<file path="src/rtl/core/lers_pkg.sv">
`timescale 1ns / 1ps

package lers_pkg;

  localparam int IMAGE_DIM = 1024;
  localparam int COL_W     = 10;
  localparam int EDGE_W    = COL_W + 1;
  localparam int GAP_W     = COL_W + 2;
  localparam int CFG_IDX_W = 2;
  localparam int CFG_DAT_W = 11;

  typedef logic [COL_W-1:0]  col_t;
  typedef logic [EDGE_W-1:0] edge_t;
  typedef logic [GAP_W-1:0]  gap_t;

  typedef enum logic [CFG_IDX_W-1:0] {
    CFG_SCAN_LEFT  = 2'd0,
    CFG_SCAN_RIGHT = 2'd1,
    CFG_MIN_GAP    = 2'd2,
    CFG_MAX_GAP    = 2'd3
  } cfg_idx_t;

  localparam col_t  SCAN_LEFT_RST  = col_t'(200);
  localparam edge_t SCAN_RIGHT_RST = edge_t'(600);
  localparam col_t  MIN_GAP_RST    = col_t'(50);
  localparam col_t  MAX_GAP_RST    = col_t'(100);

endpackage

</file>
<file path="src/rtl/core/lane_edge_row_scanner.sv">
`timescale 1ns / 1ps

// Channel  Direction  Handshake             Word
// in_      input      in_valid / in_ready   pixel_on, col, row, frame_first
// out_     output     out_valid / out_ready lane_row, left_x, right_x, mid_x, one_line
// cfg_     input      cfg_we                cfg_index, cfg_wdata
//
// One pixel word is taken every clock while in_ready is high; the row state updates at the edge that accepts it.
// A result appears in the output register in the cycle after the pixel that completes the row is accepted.
// Throughput is one word per cycle, limited only by the single output register.
// The input stalls only while a result sits in the output register and out_ready is low.
// Reset is synchronous on rst_n and restores the register defaults and clears row state.

module lane_edge_row_scanner
  import lers_pkg::*;
(
  input  logic                 clk,
  input  logic                 rst_n,

  input  logic                 in_valid,
  output logic                 in_ready,
  input  logic                 in_pixel_on,
  input  logic [COL_W-1:0]     in_col,
  input  logic [COL_W-1:0]     in_row,
  input  logic                 in_frame_first,

  output logic                 out_valid,
  input  logic                 out_ready,
  output logic [COL_W-1:0]     out_lane_row,
  output logic [COL_W-1:0]     out_left_x,
  output logic [COL_W-1:0]     out_right_x,
  output logic [COL_W-1:0]     out_mid_x,
  output logic                 out_one_line,

  input  logic                 cfg_we,
  input  logic [CFG_IDX_W-1:0] cfg_index,
  input  logic [CFG_DAT_W-1:0] cfg_wdata
);

  col_t  scan_left_r;
  edge_t scan_right_r;
  col_t  min_gap_r;
  col_t  max_gap_r;

  logic  prev_pixel_r, prev_pixel_nxt;
  logic  left_found_r, left_found_nxt;
  col_t  left_col_r, left_col_nxt;
  col_t  left_report_r, left_report_nxt;
  logic  fb_found_r, fb_found_nxt;
  col_t  fb_col_r, fb_col_nxt;
  logic  row_done_r, row_done_nxt;

  logic  out_valid_r, out_valid_nxt;
  col_t  lane_row_r, left_x_r, right_x_r, mid_x_r;
  logic  one_line_r;
  col_t  right_sel;
  logic  one_line_sel;

  logic  accept;
  logic  prev_eff, left_found_eff, fb_found_eff, row_done_eff;
  logic  row_start, in_win, disabled;
  logic  rising, falling, at_last, edge_right;
  gap_t  gap;
  logic  beyond_max, beyond_min;
  logic  is_left, is_move, is_match, is_fall, is_fb;
  edge_t mid_sum;

  assign in_ready = !out_valid_r || out_ready;
  assign accept   = in_valid && in_ready;

  always_comb begin
    prev_eff       = in_frame_first ? 1'b0 : prev_pixel_r;
    row_start      = in_frame_first || (in_col == scan_left_r);
    left_found_eff = row_start ? 1'b0 : left_found_r;
    fb_found_eff   = row_start ? 1'b0 : fb_found_r;
    row_done_eff   = row_start ? 1'b0 : row_done_r;

    in_win = (in_col >= scan_left_r) && ({1'b0, in_col} < scan_right_r)
             && ({1'b0, in_col} < edge_t'(IMAGE_DIM));
    disabled = (min_gap_r == '0) || (max_gap_r == '0);

    rising     = !prev_eff && in_pixel_on;
    falling    = prev_eff && !in_pixel_on;
    at_last    = ({1'b0, in_col} + edge_t'(1)) == scan_right_r;
    edge_right = falling || (at_last && in_pixel_on);
    gap        = {2'b00, in_col} - {2'b00, left_col_r};
    beyond_max = $signed(gap) > $signed({2'b00, max_gap_r});
    beyond_min = $signed(gap) > $signed({2'b00, min_gap_r});

    is_left  = (rising || ((in_col == scan_left_r) && in_pixel_on)) && !left_found_eff;
    is_move  = !is_left && edge_right && left_found_eff && beyond_max;
    is_match = !is_left && !is_move && edge_right && left_found_eff && beyond_min;
    is_fall  = !is_left && !is_move && !is_match && falling;
    is_fb    = !is_left && !is_move && !is_match && !is_fall && at_last
               && left_found_eff && fb_found_eff && (fb_col_r > left_col_r);

    prev_pixel_nxt  = prev_eff;
    left_found_nxt  = left_found_eff;
    left_col_nxt    = left_col_r;
    left_report_nxt = left_report_r;
    fb_found_nxt    = fb_found_eff;
    fb_col_nxt      = fb_col_r;
    row_done_nxt    = row_done_eff;

    if (in_win && !row_done_eff) begin
      if (disabled) begin
        prev_pixel_nxt = in_pixel_on;
      end else begin
        if (!is_match) begin
          prev_pixel_nxt = in_pixel_on;
        end
        if (is_left) begin
          left_found_nxt  = 1'b1;
          left_col_nxt    = in_col;
          left_report_nxt = in_col;
        end
        if (is_move) begin
          left_report_nxt = in_col;
        end
        if (is_fall) begin
          fb_found_nxt = 1'b1;
          fb_col_nxt   = in_col;
        end
        if (is_match || is_fb) begin
          row_done_nxt = 1'b1;
        end
      end
    end

    right_sel    = is_fb ? fb_col_r : in_col;
    one_line_sel = is_fb;
    mid_sum      = {1'b0, left_col_r} + {1'b0, right_sel};
    out_valid_nxt = out_valid_r && !out_ready;
    if (accept) begin
      out_valid_nxt = in_win && !row_done_eff && !disabled && (is_match || is_fb);
    end
  end

  always_ff @(posedge clk) begin
    if (!rst_n) begin
      scan_left_r   <= SCAN_LEFT_RST;
      scan_right_r  <= SCAN_RIGHT_RST;
      min_gap_r     <= MIN_GAP_RST;
      max_gap_r     <= MAX_GAP_RST;
      prev_pixel_r  <= 1'b0;
      left_found_r  <= 1'b0;
      left_col_r    <= '0;
      left_report_r <= '0;
      fb_found_r    <= 1'b0;
      fb_col_r      <= '0;
      row_done_r    <= 1'b0;
      out_valid_r   <= 1'b0;
    end else begin
      if (cfg_we) begin
        unique case (cfg_idx_t'(cfg_index))
          CFG_SCAN_LEFT:  scan_left_r  <= cfg_wdata[COL_W-1:0];
          CFG_SCAN_RIGHT: scan_right_r <= cfg_wdata[EDGE_W-1:0];
          CFG_MIN_GAP:    min_gap_r    <= cfg_wdata[COL_W-1:0];
          CFG_MAX_GAP:    max_gap_r    <= cfg_wdata[COL_W-1:0];
          default: ;
        endcase
      end
      if (accept) begin
        prev_pixel_r  <= prev_pixel_nxt;
        left_found_r  <= left_found_nxt;
        left_col_r    <= left_col_nxt;
        left_report_r <= left_report_nxt;
        fb_found_r    <= fb_found_nxt;
        fb_col_r      <= fb_col_nxt;
        row_done_r    <= row_done_nxt;
      end
      out_valid_r <= out_valid_nxt;
    end
  end

  always_ff @(posedge clk) begin
    if (accept) begin
      lane_row_r <= in_row;
      left_x_r   <= left_report_r;
      right_x_r  <= right_sel;
      mid_x_r    <= mid_sum[EDGE_W-1:1];
      one_line_r <= one_line_sel;
    end
  end

  assign out_valid    = out_valid_r;
  assign out_lane_row = lane_row_r;
  assign out_left_x   = left_x_r;
  assign out_right_x  = right_x_r;
  assign out_mid_x    = mid_x_r;
  assign out_one_line = one_line_r;

`ifndef SYNTH
  a_mid_not_right: assert property (@(posedge clk) disable iff (!rst_n)
    out_valid |-> (out_mid_x <= out_right_x))
    else $error("mid point lies right of the right edge");

  a_done_has_left: assert property (@(posedge clk) disable iff (!rst_n)
    row_done_r |-> left_found_r)
    else $error("row finished without a left edge");

  a_report_order: assert property (@(posedge clk) disable iff (!rst_n)
    left_found_r |-> (left_report_r >= left_col_r))
    else $error("reported left point lies left of the left edge");

  a_result_from_word: assert property (@(posedge clk) disable iff (!rst_n)
    $rose(out_valid) |-> $past(in_valid && in_ready))
    else $error("result appeared without an accepted word");
`endif

endmodule
</file>
<file path="config.mk">
export PLATFORM = sky130hd
export DESIGN_NAME = lane_edge_row_scanner
export DESIGN_NICKNAME = d
export VERILOG_FILES = /design/src/rtl/core/lers_pkg.sv /design/src/rtl/core/lane_edge_row_scanner.sv
export SDC_FILE = /design/constraint.sdc
export NUM_CORES = 1
export LEC_CHECK = 0
export ABC_AREA = 1
export BUFFER_PORTS_ARGS = -buffer_cell sky130_fd_sc_hd__clkbuf_2
export CAP_MARGIN = 20
export CELL_PAD_IN_SITES_DETAIL_PLACEMENT = 1
export CELL_PAD_IN_SITES_GLOBAL_PLACEMENT = 1
export CORE_UTILIZATION = 40
export CTS_CLUSTER_SIZE = 28
export DETAILED_ROUTE_END_ITERATION = 8
export GPL_ROUTABILITY_DRIVEN = 1
export PLACE_DENSITY = 0.77
export SETUP_SLACK_MARGIN = 0.1
export SYNTH_ARGS = -nofsm -noshare
export SYNTH_HDL_FRONTEND = slang
export SYNTH_SLANG_ARGS = --single-unit
export TNS_END_PERCENT = 10
</file>
<file path="constraint.sdc">
create_clock -name clk -period 6.46 [get_ports clk]
set_input_delay 0.969 -clock clk [delete_from_list [all_inputs] [get_ports clk]]
set_output_delay 0.969 -clock clk [all_outputs]
set_load 0.005 [all_outputs]
</file>
**Word-level counts from Yosys, hierarchy flattened**

Cells that the tools add are included.

- RAM bits: 0
- Flip-flop bits (word level): 117
- Input bits: 40
- Bits in read-only memories: 0
- Bits in latches: 0
- Logic and storage cells: 104
- Output and inout bits: 43
- Memories: 0

- Eq/ne operators: 5
- Reductions and logical operators: 53
- Bitwise operators: 1
- Add/sub/neg operators: 3
- Shift operators: 0
- Multiplexer cells: 20
- Multipliers: 0
- Divide/modulo/power cells: 0
- $lt $le $gt $ge: 5

Operator list:

| kind | number |
|---|---|
| $mux 10 | 3 |
| $logic_and 1x1->1 | 25 |
| $gt 11x11->1 | 2 |
| $logic_not 10->1 | 2 |
| $mux 1 | 17 |
| $reduce_and 4->1 | 3 |
| $add 10x1->11 const B | 1 |
| $add 10x10->11 | 1 |
| $eq 11x11->1 | 1 |
| $logic_not 1->1 | 11 |
| $lt 10x11->1 | 1 |
| $sub 10x10->11 | 1 |
| $eq 10x10->1 | 1 |
| $ge 10x10->1 | 1 |
| $gt 10x10->1 | 1 |
| $reduce_and 2->1 | 4 |
| $logic_or 1x1->1 | 6 |
| $eq 2x2->1 const B | 2 |
| $eq 2x1->1 const B | 1 |
| $logic_not 2->1 | 1 |
| $reduce_bool 2->1 | 1 |
| $not 1->1 | 1 |

**Depth between registers and ports, before layout**

Gate-level depths: netlist of the first run.

- Depth after elaboration: 27
- Gate-level depth with buffers: 39
- Gate-level depth less buffers: 38

**Least setup slack after synthesis of the first run**

No wires, ideal clock.

- Kind: input port to flip-flop
- From: input port in_col[2]
- To: register mid_x_r[9], in the netlist out_mid_x[9] (data pin)
- Path buffers: 1
- Path slack: 0.956 ns
- Required time: 6.201 ns
- Library setup time: 0.259 ns
- Arrival: 5.245 ns
- Cell stages on the path: 33
- Cell sequence: ha_1 a21oi_1 inv_1 a31oi_1 o21ai_0 nand3_1 nand2_1 a21o_1 a21oi_1 xnor2_1 ha_1 nand4_1 or4_1 nand2_1 nor2_1 nand4_2 nand3_2 buf_6 nand2_1 o21ai_0 fa_1 a21oi_1 o21bai_1 a21oi_1 inv_1 a21oi_1 inv_1 a21oi_1 nor2_1 nor2_1 nor2_1 nor2_1 o21bai_1

- Word-level cells in the longest chain between the ends: 25
- Elaborated cells between the ends (all ways): 35
- Classes of those cells: 3 x add/sub; 2 x order compare; 2 x eq/ne; 3 x mux; 25 x reduce/logical

RTL lines:

| element | line | RTL |
|---|---|---|
| start: declaration | lane_edge_row_scanner.sv:23 | `input logic [COL_W-1:0] in_col,` |
| branches (longest 21 deep; another with $sub 10x10->11) | n/a |  |
| $logic_and 1x1->1 (*) (2 in series) | lane_edge_row_scanner.sv:95 | `&& left_found_eff && fb_found_eff && (fb_col_r > left_col_r);` |
| $mux 10 (*) | lane_edge_row_scanner.sv:130 | `right_sel = is_fb ? fb_col_r : in_col;` |
| named net right_sel[1] | lane_edge_row_scanner.sv:56 | `col_t right_sel;` |
| $add 10x10->11 (*) | lane_edge_row_scanner.sv:132 | `mid_sum = {1'b0, left_col_r} + {1'b0, right_sel};` |
| named net mid_sum[10] | lane_edge_row_scanner.sv:66 | `edge_t mid_sum;` |
| end signal: assignment | lane_edge_row_scanner.sv:181 | `mid_x_r <= mid_sum[EDGE_W-1:1];` |
| end: declaration | lane_edge_row_scanner.sv:54 | `col_t lane_row_r, left_x_r, right_x_r, mid_x_r;` |

Mark *: on every way through the listed nets, which the timed path passes.
A chain may end at the register's enable or synchronous reset.

**Worst setup path in the final report of the first run**

Ends and elaborated chain as after synthesis.

==> reports/qor.txt, run 1 <==
Max FO, Critical Path = 9
Post-layout nets = 1010
Total power = 0.00222 W
Synth top area share = 23.1%
Bufs and invs on worst path = 4
Ant diodes = 0
Routed Antenna Nets = 0
Worst hold path class = register to register
Drt wl/cell = 16.9 um
Clock Sinks = 117
Post-CTS Resized = 0
RSZ-0062 raised after global routing = false
Vias in the first global route = 5871
CTS root buffer = clkbuf_16
Htree depth = 4
Cell Area, Synth = 6580 sq um
Least-Margin Pin Slew = 0.965 ns
Worst EP arrival = 6.05 ns
Die footprint = 17000 sq um
Critical Path RT = 6.64 ns
Final period util = 90.8%
Final worst clock skew = 0.00626 ns
TritonCTS clock tree = built
Maximum VDD drop = 201 uV
Total CTS buffers = 17
Layout cells sized above 1 = 15.9%
Critical Path Most Common Cell = a21oi_1
Leak = 3.68 nW
Largest register FFs = 11
Asr flop ratio synth = 0%
Post-Place Worst Slack = 0.251 ns
EDFF count, synth = 41
PnR worst setup slack = 0.594 ns
Row cnt = 46
Port bufs = 82
Post-DP HPWL = 14600 um
Design area = 7880 sq um
Bufs on Longest Clock Path = 2
Share of the yosys chip area belonging to registers = 41.8%
Wirelength, routed = 19100 um
Synth Instances = 805
Slowest stage cell, crit path = fa_1
Number of setup buffers added after CTS = 0
Area Growth Syn to Fin = 19.7%
Largest net degree at the start of global routing = 70
Fmax = 0.170 GHz
Worst skew pair latency = 0.43 ns
Outcome = complete, no violations
Post-synth top area cell = dfxtp_1
Syn_nets = 917
Critical path's top delay family = compound AO/OA/AOI/OAI gates
GRT Total Usage = 24.1%
Final Wtd Congestion = 0.875
Largest stage delay on the critical path = 0.49 ns
Height of the chip = 130 um
Area occupied by multi-input gates = 3290 sq um
Pre-Repair DR Iteration Count = 4
Die Span X = 130 um
Ranking of synthesized cells by area = dfxtp_1, edfxtp_1, ha_1
Worst-path clk slew = 0.06 ns
Synth unique cells = 42
#FFs+latches synth = 117
Cts hold-fix bufs = 0
Area after DPL = 7260 sq um
Setup tns final = 0 ns
Register area = 2750 sq um
GRT Residual Overflow = 0
Total core area = 16000 sq um
I/O Pins = 83
Initial core utilization = 41.1%
Power per Cell Area = 282 nW/um^2
Synth Flop Type = dfxtp_1
Antenna violations before repair = 0
Setup crit end kind = register
Pins over their slew limit = 0
Synthesis warning total = 0
Routed via count = 5783
Avg Cell Area, Syn = 8.18 sq um
Max Cap Viol = 0
DRC Markers = 0
Top reg by flops = scan_right_r
Starting DRT DRC Count = 271
Period minus WS final = 5.87 ns
Vias per cell = 5.13
Final Setup Violations = 0
First-pass GRT wire length = 30200 um
# fillers = 1980
Crit Path Class = input pin to register
Final hold vios = 0
Relative slew slack = 35.4%
Worst setup SP type = input pin
-- per-layer routing --
layer / routed length [um] / GRT usage (%)
met1: 8440 / 28.8
met5: 0 / 0
met2: 9410 / 42.7
met3: 797 / 4.72
met4: 401 / 8.89
-- cells in the mapped netlist, types with 2 or more instances --
cell / n
a31oi_1: 3
nor2_1: 45
nand4_1: 11
nand3b_1: 2
nor2_4: 2
buf_2: 6
nand2_2: 5
edfxtp_1: 41
nor2_2: 4
xor2_1: 9
nor4_1: 2
inv_2: 2
o21bai_1: 5
dfxtp_1: 76
nand3_1: 29
o211ai_1: 12
clkbuf_1: 12
o21ai_1: 8
inv_1: 118
a21oi_1: 96
xnor2_1: 7
a21o_1: 5
fa_1: 2
o21ai_0: 73
ha_1: 70
nor3_1: 6
or4_1: 2
nand2_1: 138
-- cells in the final DEF (no fill, tap or decap), types with 6 or more instances in the layout --
cell	n
ha_1	70
edfxtp_1	41
clkbuf_16	17
nor2_1	45
nand2_1	138
nand4_1	11
o21ai_1	8
nand3_1	29
o21ai_0	73
nor3_1	6
dfxtp_1	76
xnor2_1	7
inv_1	118
o211ai_1	12
a21oi_1	96
clkbuf_2	82
xor2_1	9
buf_4	11
-- final cells by class --
| type | count | area share [%] |
|---|---|---|
| multi-input cells | 548 | 41.7 |
| flip-flops and latches | 117 | 34.9 |
| repair buffers | 93 | 6.26 |
| inverters | 121 | 5.77 |
| clock buffers | 17 | 5.40 |
| well taps | 216 | 3.43 |
| clock inverters | 15 | 2.45 |
-- logic make-up after synthesis --
kind of cell,share of synthesized area (%)
and+or+nand+nor,16.8
AOI/OAI and AO/OA,17.1
xor gates and xnor gates,2.13
adders and majority gates,13.9
DFF,41.8
buffers and inverters,8.21
-- through the flow --
stage	hold slack [ns]	util, %	instances
2_1_floorplan	0.403	-	805
3_3_place_gp	0.408	45.4	1095
3_5_place_dp	0.412	45.4	1095
4_1_cts	0.426	49.2	1127
5_1_grt	0.429	49.2	1127
6_report	0.426	49.2	1127
-- power breakdown --
group          internal (W)  total [W]  switching, W
registers          0.000814   0.000833     0.0000194
logic              0.000148   0.000396      0.000248
clock network      0.000616   0.000994      0.000377
-- final timing paths --
path                                  from                       to  slack [ns]  cells past startpoint
max                              in_col[2]   out_mid_x[9]$_DFFE_PP_        0.59                     33
min          left_report_r[2]$_SDFFE_PN0P_  out_left_x[2]$_DFFE_PP_        0.43                      0
max reg2reg     left_col_r[2]$_SDFFE_PN0P_   out_mid_x[9]$_DFFE_PP_        0.81                     33
min reg2reg  left_report_r[2]$_SDFFE_PN0P_  out_left_x[2]$_DFFE_PP_        0.43                      0
Power figures use the tool's default switching activity.
==> run 2: changes to the inputs <==
Settings changed: CORE_UTILIZATION 40 to 39, PLACE_DENSITY 0.77 to 0.78.
Clock period 6.46 ns to 4.8 ns, I/O delays scaled along.
==> reports/qor.txt, run 2 (synthesis gave the netlist of run 1 again) <==
Crit Path Class = input pin to register
Setup crit end kind = register
Routed via count = 6274 (+8.5%)
Largest register FFs = 11 (unchanged)
Most frequent cells in the layout = nand2_1, inv_1, a21oi_1
Leak = 4.01 nW (+9.0%)
Worst setup SP type = input pin
TritonCTS clock tree = built
Worst-path clk slew = 0.06 ns (about the same)
Finished Layout Cells = 1198 (+6.3%)
Critical Path RT = 4.98 ns (-1.66 ns)
Pre-Repair DR Iteration Count = 5 (+1)
Placed insts = 1163 (+6.2%)
Vias per cell = 5.24 (+2.1%)
Die footprint = 17400 sq um (+2.5%)
Clock Sinks = 117 (unchanged)
Height of the chip = 132 um (+1.3%)
Vias in the first global route = 6256 (+6.6%)
Routed Antenna Nets = 0 (unchanged)
Cts hold-fix bufs = 0 (unchanged)
Final Wtd Congestion = 0.887 (+1.3%)
Final Setup Violations = 3 (+3)
Wirelength, routed = 21700 um (+14%)
Row cnt = 47 (+2.2%)
Least-Margin Pin Slew = 0.971 ns (+0.00572 ns)
Die Span X = 132 um (+1.3%)
Sw frac = 31.3% (+2.3 points)
CTS root buffer = clkbuf_16
Bufs on Longest Clock Path = 2 (unchanged)
GRT Total Usage = 25.1% (+1.0 points)
Slowest stage cell, crit path = fa_2
Total CTS buffers = 17 (unchanged)
Post-DP HPWL = 16300 um (+11%)
Worst EP arrival = 5.20 ns (-0.85 ns)
Critical path's top delay family = adder cells
Initial core utilization = 39.8% (-1.3 points)
Final period util = 105%
Critical Path Most Common Cell = nand2_1
Period minus WS final = 5.02 ns
Max Cap Viol = 0 (unchanged)
Failing checks = setup timing
Total core area = 16500 sq um (+3.3%)
Port bufs = 82 (unchanged)
Largest stage delay on the critical path = 0.46 ns (-0.03 ns)
Relative slew slack = 35.0% (-0.38 points)
GRT Residual Overflow = 0 (unchanged)
I/O Pins = 83 (unchanged)
Worst hold path class = register to register
PnR worst setup slack = -0.220 ns (-0.814 ns)
Top reg by flops = scan_right_r
Design area = 8510 sq um (+8.0%)
Area Growth Syn to Fin = 29.2%
Antenna violations before repair = 0 (unchanged)
First-pass GRT wire length = 33200 um (+10%)
Largest net degree at the start of global routing = 50 (-29%)
# fillers = 2018 (+1.9%)
Outcome = complete, but fails checks
RSZ-0062 raised after global routing = true
Utilization after layout = 51.5% (+2.2 points)
Ant diodes = 0 (unchanged)
Starting DRT DRC Count = 212 (-22%)
Commonest non-fill, non-tap cell in the layout = nand2_1
Area after DPL = 7780 sq um (+7.2%)
Setup tns final = -0.453 ns (-0.453 ns)
Power per Cell Area = 351 nW/um^2 (+24%)
Logic pwr share = 22.5% (+4.7 points)
Post-layout nets = 1077 (+6.6%)
Final worst clock skew = 0.00734 ns (+0.00107 ns)
Htree depth = 4 (unchanged)
Clock power frac = 40.0% (-4.7 points)
Maximum VDD drop = 344 uV (+71%)
Drt wl/cell = 18.1 um (+7.4%)
Internal power = 0.00205 W (+30%)
Pins over their slew limit = 0 (unchanged)
DRC Markers = 0 (unchanged)
Final hold vios = 0 (unchanged)
Worst skew pair latency = 0.43 ns (about the same)
Total power = 0.00299 W (+34%)
Seq pwr share = 37.5% (about the same)
Fmax = 0.199 GHz
Max FO, Critical Path = 4 (-5)
Bufs and invs on worst path = 7 (+3)
Layout cells sized above 1 = 24.6% (+8.7 points)
NetSw = 0.000934 W (+45%)
-- run 2: repair_timing --
action | in CTS | in global routing
buffers inserted | 1 | 2
endpoints found under the setup margin | 6 | 7
pin swaps | 4 | 10
gates resized for setup | 7 | 26
-- run 2: per-stage QoR --
step	worst slack, ns	hold slack, ns
4_1_cts	-0.144	0.425
3_5_place_dp	-0.672	0.413
2_1_floorplan	-0.133	0.403
5_1_grt	-0.501	0.435
3_3_place_gp	-0.454	0.412
6_report	-0.220	0.426
-- run 2: final timing paths --
path                                      start                       to  slack, ns  cells past startpoint
setup / recovery                      in_col[0]   out_mid_x[9]$_DFFE_PP_      -0.22                     36
hold / removal    left_report_r[8]$_SDFFE_PN0P_  out_left_x[8]$_DFFE_PP_       0.43                      0
setup reg to reg     left_col_r[4]$_SDFFE_PN0P_   out_mid_x[9]$_DFFE_PP_      -0.18                     31
hold reg to reg   left_report_r[8]$_SDFFE_PN0P_  out_left_x[8]$_DFFE_PP_       0.43                      0
-- run 2: cell type report --
type	instances	area, sq um	share of cell area [%]
Timing Repair Buffer	160	1000	11.8
Multi-Input combinational cell	548	3470	40.8
Tap cell	220	275	3.24
Clock buffer	18	439	5.16
Sequential cell	117	2750	32.4
Inverter	121	454	5.34
Clock inverter	14	118	1.38
-- run 2: layer usage --
metal  vias to the layer above  GRT usage, %  wire length [um]
li1                       3032             -                 -
met1                      3025          29.2              8950
met2                       179          45.0             11100
met3                        38          5.00              1050
met4                         0          10.3               604
met5                         -             0                 0
-- run 2: power groups by stage --
stage	Combinational (W)	Clock, W	Sequential, W
final	0.000673	0.00119	0.00112
after global routing	0.000745	0.00125	0.00113
after CTS	0.000635	0.00121	0.00112
after detailed placement	0.000614	0	0.00114
after global placement	0.000592	0	0.00114
after floorplan	0.000353	0	0.00114
==> run 3: changes to the inputs <==
Settings changed: ABC_AREA 1 to unset, CORE_UTILIZATION 39 to 40.
==> reports/qor.txt, run 3 <==
Max FO, Critical Path = 4 (unchanged)
PnR worst setup slack = -0.755 ns (-0.535 ns)
# fillers = 1916 (-5.1%)
Final Wtd Congestion = 0.854 (-3.7%)
Post-Place Worst Slack = -1.54 ns (-0.863 ns)
R2r setup slk = -0.73 ns (-0.55 ns)
Synth Instances = 740 (-8.1%)
Period minus WS final = 5.56 ns (+0.535 ns)
FF-to-FF path depth = 29 (-6.5%)
#FFs+latches synth = 117 (unchanged)
Utilization after layout = 54.3% (+2.9 points)
Design area = 9010 sq um (+6.0%)
Asr flop ratio synth = 0% (unchanged)
Finished Layout Cells = 1147 (-4.3%)
Synth top area share = 22.3% (-0.78 points)
Final worst clock skew = 0.00917 ns (+0.00183 ns)
Relative slew slack = 46.1% (+11 points)
Area after DPL = 8140 sq um (+4.6%)
Final hold vios = 0 (unchanged)
Post-synth top area cell = dfxtp_1
Fmax = 0.180 GHz (-9.6%)
First-pass GRT wire length = 35100 um (+5.5%)
Hold path depth = 0 (unchanged)
RSZ-0062 raised after global routing = true
Synth Flop Type = dfxtp_1
Total CTS buffers = 17 (unchanged)
Outcome = complete, but fails checks
Drt wl/cell = 19.4 um (+7.0%)
Area Growth Syn to Fin = 32.3%
Die footprint = 17600 sq um (+0.87%)
TritonCTS clock tree = built
I/O Pins = 83 (unchanged)
WHS = 0.429 ns (+0.00278 ns)
Placed insts = 1095 (-5.8%)
Bufs on Longest Clock Path = 2 (unchanged)
Share of the yosys chip area belonging to registers = 40.4% (-1.4 points)
Largest stage delay on the critical path = 0.44 ns (-0.02 ns)
Max Cap Viol = 0 (unchanged)
GRT Total Usage = 25.9% (+0.76 points)
Final Setup Violations = 8 (+5)
Row cnt = 47 (unchanged)
Worst setup SP type = input pin
Critical path depth in cells = 29 (-19%)
Commonest non-fill, non-tap cell in the layout = nand2_1
Routed via count = 6240 (-0.54%)
Antenna violations before repair = 0 (unchanged)
Syn_nets = 852 (-7.1%)
Worst r2r src = left_col_r[1]$_SDFFE_PN0P_
Critical path's top delay family = compound AO/OA/AOI/OAI gates
CTS root buffer = clkbuf_16
Ant diodes = 0 (unchanged)
Post-layout nets = 1026 (-4.7%)
Maximum VDD drop = 254 uV (-26%)
Top reg by flops = scan_right_r
Pins over their slew limit = 0 (unchanged)
Cell Area, Synth = 6810 sq um (+3.5%)
Wirelength, routed = 22300 um (+2.5%)
Critical Path RT = 4.99 ns (about the same)
GRT Residual Overflow = 0 (unchanged)
Clock Sinks = 117 (unchanged)
Synth unique cells = 66 (+57%)
Initial core utilization = 41.1% (+1.2 points)
EDFF count, synth = 41 (unchanged)
Pre-Repair DR Iteration Count = 5 (unchanged)
Vias in the first global route = 6749 (+7.9%)
Total core area = 16600 sq um (+0.36%)
Height of the chip = 132 um (+0.44%)
Cts hold-fix bufs = 0 (unchanged)
Worst skew pair latency = 0.44 ns (about the same)
Largest net degree at the start of global routing = 87 (+74%)
Worst-path clk slew = 0.06 ns (about the same)
Worst hold path class = register to register
Reg2reg end = out_mid_x[8]$_DFFE_PP_
Most frequent cells in the layout = nand2_1, buf_4, clkbuf_2
Logic pwr share = 19.0% (-3.5 points)
Ranking of synthesized cells by area = dfxtp_1, edfxtp_1, ha_1
Port bufs = 82 (unchanged)
Setup crit end kind = register
Vias per cell = 5.44 (+3.9%)
Hold EP = out_left_x[7]$_DFFE_PP_
Commonest cells in the netlist = nand2_1, dfxtp_1, ha_1
Die Span X = 132 um (+0.44%)
Internal power = 0.00217 W (+5.7%)
Most common cell in the synthesized netlist = nand2_1
NetSw = 0.000869 W (-7.0%)
Bufs and invs on worst path = 5 (-2)
Worst setup startpoint = in_col[1]
Power per Cell Area = 337 nW/um^2 (-4.0%)
Clock power frac = 44.8% (+4.8 points)
Htree depth = 4 (unchanged)
Layout cells sized above 1 = 30.3% (+5.7 points)
Least-Margin Pin Slew = 0.809 ns (-0.162 ns)
Crit Path Class = input pin to register
Slowest stage cell, crit path = or4_4
Failing checks = setup timing
Synthesis warning total = 0 (unchanged)
Sw frac = 28.6% (-2.7 points)
Critical Path Most Common Cell = o21ai_2
Starting DRT DRC Count = 292 (+38%)
Avg Cell Area, Syn = 9.20 sq um (+13%)
Routed Antenna Nets = 0 (unchanged)
Final period util = 116% (+11 points)
Largest register FFs = 11 (unchanged)
Hold path start = left_report_r[7]$_SDFFE_PN0P_
Post-DP HPWL = 16100 um (-1.1%)
Worst EP arrival = 5.74 ns (+0.54 ns)
Leak = 3.88 nW (-3.2%)
DRC Markers = 0 (unchanged)
Seq pwr share = 36.2% (-1.3 points)
run 3: timing repair:
item | in CTS | in global routing
endpoints found under the setup margin | 17 | 9
resized for setup | 21 | 8
setup buffers | 12 | 7
pin swaps | 16 | 19
run 3: kinds of logic (layout without fill, tap and decap cells):
family	Yosys count	after routing	synth area share, %
compound gates	165	165	16.4
flops	117	117	40.4
buf+inv	91	278	5.27
mux	21	21	3.27
fa+ha+maj	72	72	13.4
simple gates	251	251	18.3
xor+xnor	23	23	2.96
run 3: worst max-delay path by stage:
stage / slack (ns) / end
final: -0.76 / out_mid_x[8]$_DFFE_PP_
after global routing: -0.94 / out_mid_x[9]$_DFFE_PP_
after CTS: -0.61 / out_mid_x[9]$_DFFE_PP_
after detailed placement: -1.54 / out_mid_x[9]$_DFFE_PP_
after global placement: -1.21 / out_mid_x[9]$_DFFE_PP_
after floorplan: -0.75 / out_mid_x[8]$_DFFE_PP_
run 3: power by group through the flow:
stage | combinational (W) | clock [W] | sequential, W
after floorplan | 0.000293 | 0 | 0.00112
after global placement | 0.000487 | 0 | 0.00112
after detailed placement | 0.000520 | 0 | 0.00112
after CTS | 0.000554 | 0.00137 | 0.00110
after global routing | 0.000626 | 0.00142 | 0.00111
final | 0.000576 | 0.00136 | 0.00110
run 3: cell type report:
cell class / instances / area [sq um] / share of cell area, %
multi-input combinational: 532 / 3940 / 43.7
sequential: 117 / 2750 / 30.6
timing repair buffer: 185 / 1190 / 13.2
clock buffer: 17 / 425 / 4.72
tap: 220 / 275 / 3.05
inverter: 61 / 236 / 2.62
clock inverter: 15 / 194 / 2.15
run 3: layer usage:
| metal | vias up | global-route usage, % | share of wire, % | wire length [um] |
|---|---|---|---|---|
| met5 | - | 0 | 0 | 0 |
| met4 | 0 | 12.1 | 3.3 | 734 |
| met3 | 60 | 4.52 | 4.3 | 952 |
| met2 | 173 | 48.4 | 53 | 11700 |
| met1 | 3042 | 28.3 | 40 | 8860 |
| li1 | 2965 | - | - | - |
run 3: worst reg2reg max path: cells and delay by family (launching register included):
kind            cells  cell delay (ns)
flops               1             0.33
buf+inv             5             0.59
simple gates        8             1.30
compound gates     11             1.97
mux                 1             0.32
xor+xnor            1             0.13
fa+ha+maj           3             0.65
run 3: stage by stage:
stage          TNS [ns]  total power, W
2_1_floorplan     -3.95         0.00141
3_3_place_gp      -9.44         0.00161
3_5_place_dp     -14.86         0.00164
4_1_cts           -3.31         0.00303
5_1_grt           -6.12         0.00315
6_report          -4.54         0.00304
